**config.mk**
```make
export PLATFORM = sky130hd
export DESIGN_NAME = hft_ram
export DESIGN_NICKNAME = d
export VERILOG_FILES = /design/src/hdl/hft_ram.sv
export SDC_FILE = /design/constraint.sdc
export NUM_CORES = 1
export LEC_CHECK = 0
export ABC_AREA = 1
export BUFFER_PORTS_ARGS = -buffer_cell sky130_fd_sc_hd__buf_4
export CAP_MARGIN = 30
export CELL_PAD_IN_SITES_DETAIL_PLACEMENT = 1
export CELL_PAD_IN_SITES_GLOBAL_PLACEMENT = 1
export CORE_AREA = 2 2 119 121
export CTS_CLUSTER_SIZE = 40
export DETAILED_ROUTE_END_ITERATION = 8
export DIE_AREA = 0 0 121 123
export PLACE_DENSITY_LB_ADDON = 0.1
export SETUP_SLACK_MARGIN = 0.2
export SYNTH_ARGS = -nofsm -noshare
export SYNTH_HDL_FRONTEND = slang
export SYNTH_SLANG_ARGS = --single-unit
```
**constraint.sdc**
```tcl
create_clock -name i_clk -period 1.1 [get_ports i_clk]
set_input_delay 0.22 -clock i_clk [delete_from_list [all_inputs] [get_ports i_clk]]
set_output_delay 0.22 -clock i_clk [all_outputs]
set_load 0.02 [all_outputs]
```
**src/hdl/hft_ram.sv**
```systemverilog
// generic single write port, single read port ram with registered read data
// no dependencies
module hft_ram #(
    parameter int WIDTH = 8,
    parameter int DEPTH = 16,
    localparam int AW   = $clog2(DEPTH)
) (
    input  logic             i_clk,
    input  logic             i_wr_en,
    input  logic [AW-1:0]    i_wr_addr,
    input  logic [WIDTH-1:0] i_wr_data,
    input  logic             i_rd_en,
    input  logic [AW-1:0]    i_rd_addr,
    output logic [WIDTH-1:0] o_rd_data
);

    logic [WIDTH-1:0] r_mem [DEPTH];
    logic [WIDTH-1:0] r_rd_data;

    always_ff @(posedge i_clk) begin
        if (i_wr_en) begin
            r_mem[i_wr_addr] <= i_wr_data;
        end
        if (i_rd_en) begin
            r_rd_data <= r_mem[i_rd_addr];
        end
    end

    assign o_rd_data = r_rd_data;

endmodule

```
==> flow_summary.json <==
{
  "cts_root_buf": "clkbuf_16",
  "clk_pin_slew_ns": 0.05,
  "setup_slack_ns": -0.1381,
  "htree_levels": 4,
  "vias": 4038,
  "grt_first_pass_wirelength_microns": 25110,
  "powerDensity_mw_per_mm2": 1581,
  "syn_nets": 570,
  "slew_viol_final": 0,
  "cp.arrival_ns": 1.02,
  "synth-seq-cells": 136,
  "yosysSeqAreaShare_pct": 69.85,
  "r2r_slack_ns": -0.02,
  "dieWidth_microns": 121,
  "yosysTopAreaCellShare_pct": 69.85,
  "critPathCaptureType": "output pin",
  "r2r-end": "o_rd_data[7]",
  "wl_microns": 16230,
  "dp_hpwl_microns": 10390,
  "ir_drop_uv": 1220,
  "switching_share_pct": 22.76,
  "fmax_mhz": 807.7,
  "failed_checks": "setup timing",
  "crit_slowest_cell": "edfxtp_1",
  "synth_largest_area_cell": "edfxtp_1",
  "clock_skew_ns": 0.004767,
  "clkPwrFrac_pct": 41.7,
  "synth_area_leaders": "edfxtp_1 70%, nand2_1 11%, nand3_1 8.3%",
  "power_switching_uw": 2726,
  "core_area_sq_mm": 0.01361,
  "cp_cell_sequence": "buf_6",
  "regArea_sq_mm": 0.004084,
  "finalCriticalPeriod_ns": 1.238,
  "ys.warnings.count": 0,
  "cts_tree": "yes",
  "final_cell_mix": "137 x nand2_1, 136 x edfxtp_1, 95 x inv_1, 56 x nand3_2, 43 x buf_4",
  "worstMarginPinSlew_ns": 0.4221,
  "grt_usage_pct": 23.48,
  "multi_input_comb_area_sq_mm": 0.001699,
  "min_delay_worst_endpoint": "o_rd_data[7]",
  "hold_slack_ns": 0.1097,
  "cts.sink_count": 136,
  "hold_viol": 0,
  "rsz0062_at_grt": "true",
  "io_buffers": 26,
  "min_path_cells": 1,
  "clk_latency_ns": 0.42,
  "drt-initial-drc-count": 307,
  "synth_cells": 551,
  "grt_max_degree": 38,
  "cts-hold-fix-buffers": 0,
  "antenna_cells": 0,
  "remaining_drc_errors": 0,
  "antenna_found_initial": 0,
  "cp_max_fo": 1,
  "outcome": "complete, but fails checks",
  "r2r.worst_path.cells": 6,
  "min-delay-start": "i_rd_en",
  "first_global_vias": 4228,
  "area_growth_pct": 29.55,
  "antenna_left": 0,
  "final_util_pct": 55.65,
  "clock_path_buffers": 2,
  "p_seq_share_pct": 49.1,
  "path_buf_inv": 1,
  "required_ns": 0.88,
  "p_comb_share_pct": 9.1,
  "grt_overflow": 0,
  "setup_violations": 10,
  "cts_buffers": 17,
  "r2r-start": "r_mem[4][7]",
  "cp-startpoint": "o_rd_data[5]",
  "rows": 43,
  "drive_gt1_share_pct": 32.42,
  "fp.dieH_microns": 123,
  "max_stage_delay_ns": 0.44,
  "gp_congestion": 0.7976,
  "final_area_sq_mm": 0.007575,
  "start_util_pct": 42.95,
  "power.internal_uw": 9251,
  "io_pins": 27,
  "startpoint_type": "flip-flop",
  "num-fill-cells": 1423,
  "final_common_cell": "nand2_1",
  "nets": 629,
  "dp_slack_ns": -0.4219,
  "dp_cells": 770,
  "viasPerCell": 5.048,
  "synth.distinct_cells": 11,
  "p_leak_uw": 0.003179,
  "slew_headroom_pct": 71.83,
  "syn-cell-area_sq_mm": 0.005847,
  "path_class": "flip-flop to output pin",
  "dr.pass1.iters": 6,
  "wl_per_cell_microns": 20.28,
  "hold_class": "input port to flip-flop",
  "placed_cell_area_sq_mm": 0.006710,
  "timing.final.crit_share_pct": 112.6,
  "die_area_sq_mm": 0.01488,
  "fin_cells": 800,
  "avgSynthCellArea_sq_um": 10.61,
  "crit_family": "flip-flops",
  "maxCapViolCount": 0
}
## worst max path at each step
stage	end	slack, ns	cells after the start
floorplan	r_mem[10][0]	0.006	2
global placement	o_rd_data[0]	-0.38	8
detailed placement	o_rd_data[0]	-0.42	8
CTS	o_rd_data[5]	-0.15	1
global route	o_rd_data[5]	-0.14	1
finish	o_rd_data[5]	-0.14	1
## synthesized netlist by cell type
cell type / instances
nand2_1: 173
edfxtp_1: 136
inv_1: 100
nand3_1: 97
nor2_1: 17
buf_2: 13
buf_6: 6
buf_4: 4
inv_2: 2
nand3b_1: 2
buf_1: 1
## power groups by stage
stage | logic, uW | clock network, uW | registers, uW
floorplan | 491 | 0 | 6010
global placement | 951 | 0 | 5980
detailed placement | 971 | 0 | 5990
CTS | 1040 | 5070 | 5890
global route | 1180 | 5250 | 5890
finish | 1090 | 5000 | 5890
## through the flow
stage | setup TNS [ns] | power [uW]
floorplan | 0 | 6497
CTS | -0.8720 | 11990
detailed placement | -21.39 | 6956
finish | -0.7272 | 11980
global placement | -18.46 | 6931
global route | -1.225 | 12330
## flip-flops by register name, indices dropped and copies added (netlist names)
name,cells
r_mem,128
o_rd_data,8
## logic make-up after synthesis
logic type	after synthesis	synth area share, %
flops	136	69.85
simple gates	289	20.76
buf+inv	126	9.394
## repair_timing
action                                  4_1_cts  5_1_grt
pin swaps                                    33       31
resized for setup                            40       45
buffers inserted                              1        0
hold endpoints to repair                      0        0
endpoints found under the setup margin       24       16
## layer usage
layer  track usage, %  part of all wire, %  wire length [microns]  vias to the layer above
met4            7.122                  1.5                    244                        0
met3            4.797                  5.2                    843                       20
met1            32.00                   46                   7408                     2017
met5                0                    0                      0                        -
li1                 -                    -                      -                     1894
met2            38.13                   48                   7728                      107
## area by class of cell
cell class	instances	area share [%]
sequential	136	53.91
tap	180	2.973
clock inverter	8	0.7763
inverter	102	5.203
multi-input combinational	289	22.43
clock buffer	21	5.814
timing repair buffer	64	8.887
(Power assumes the default switching activity.)
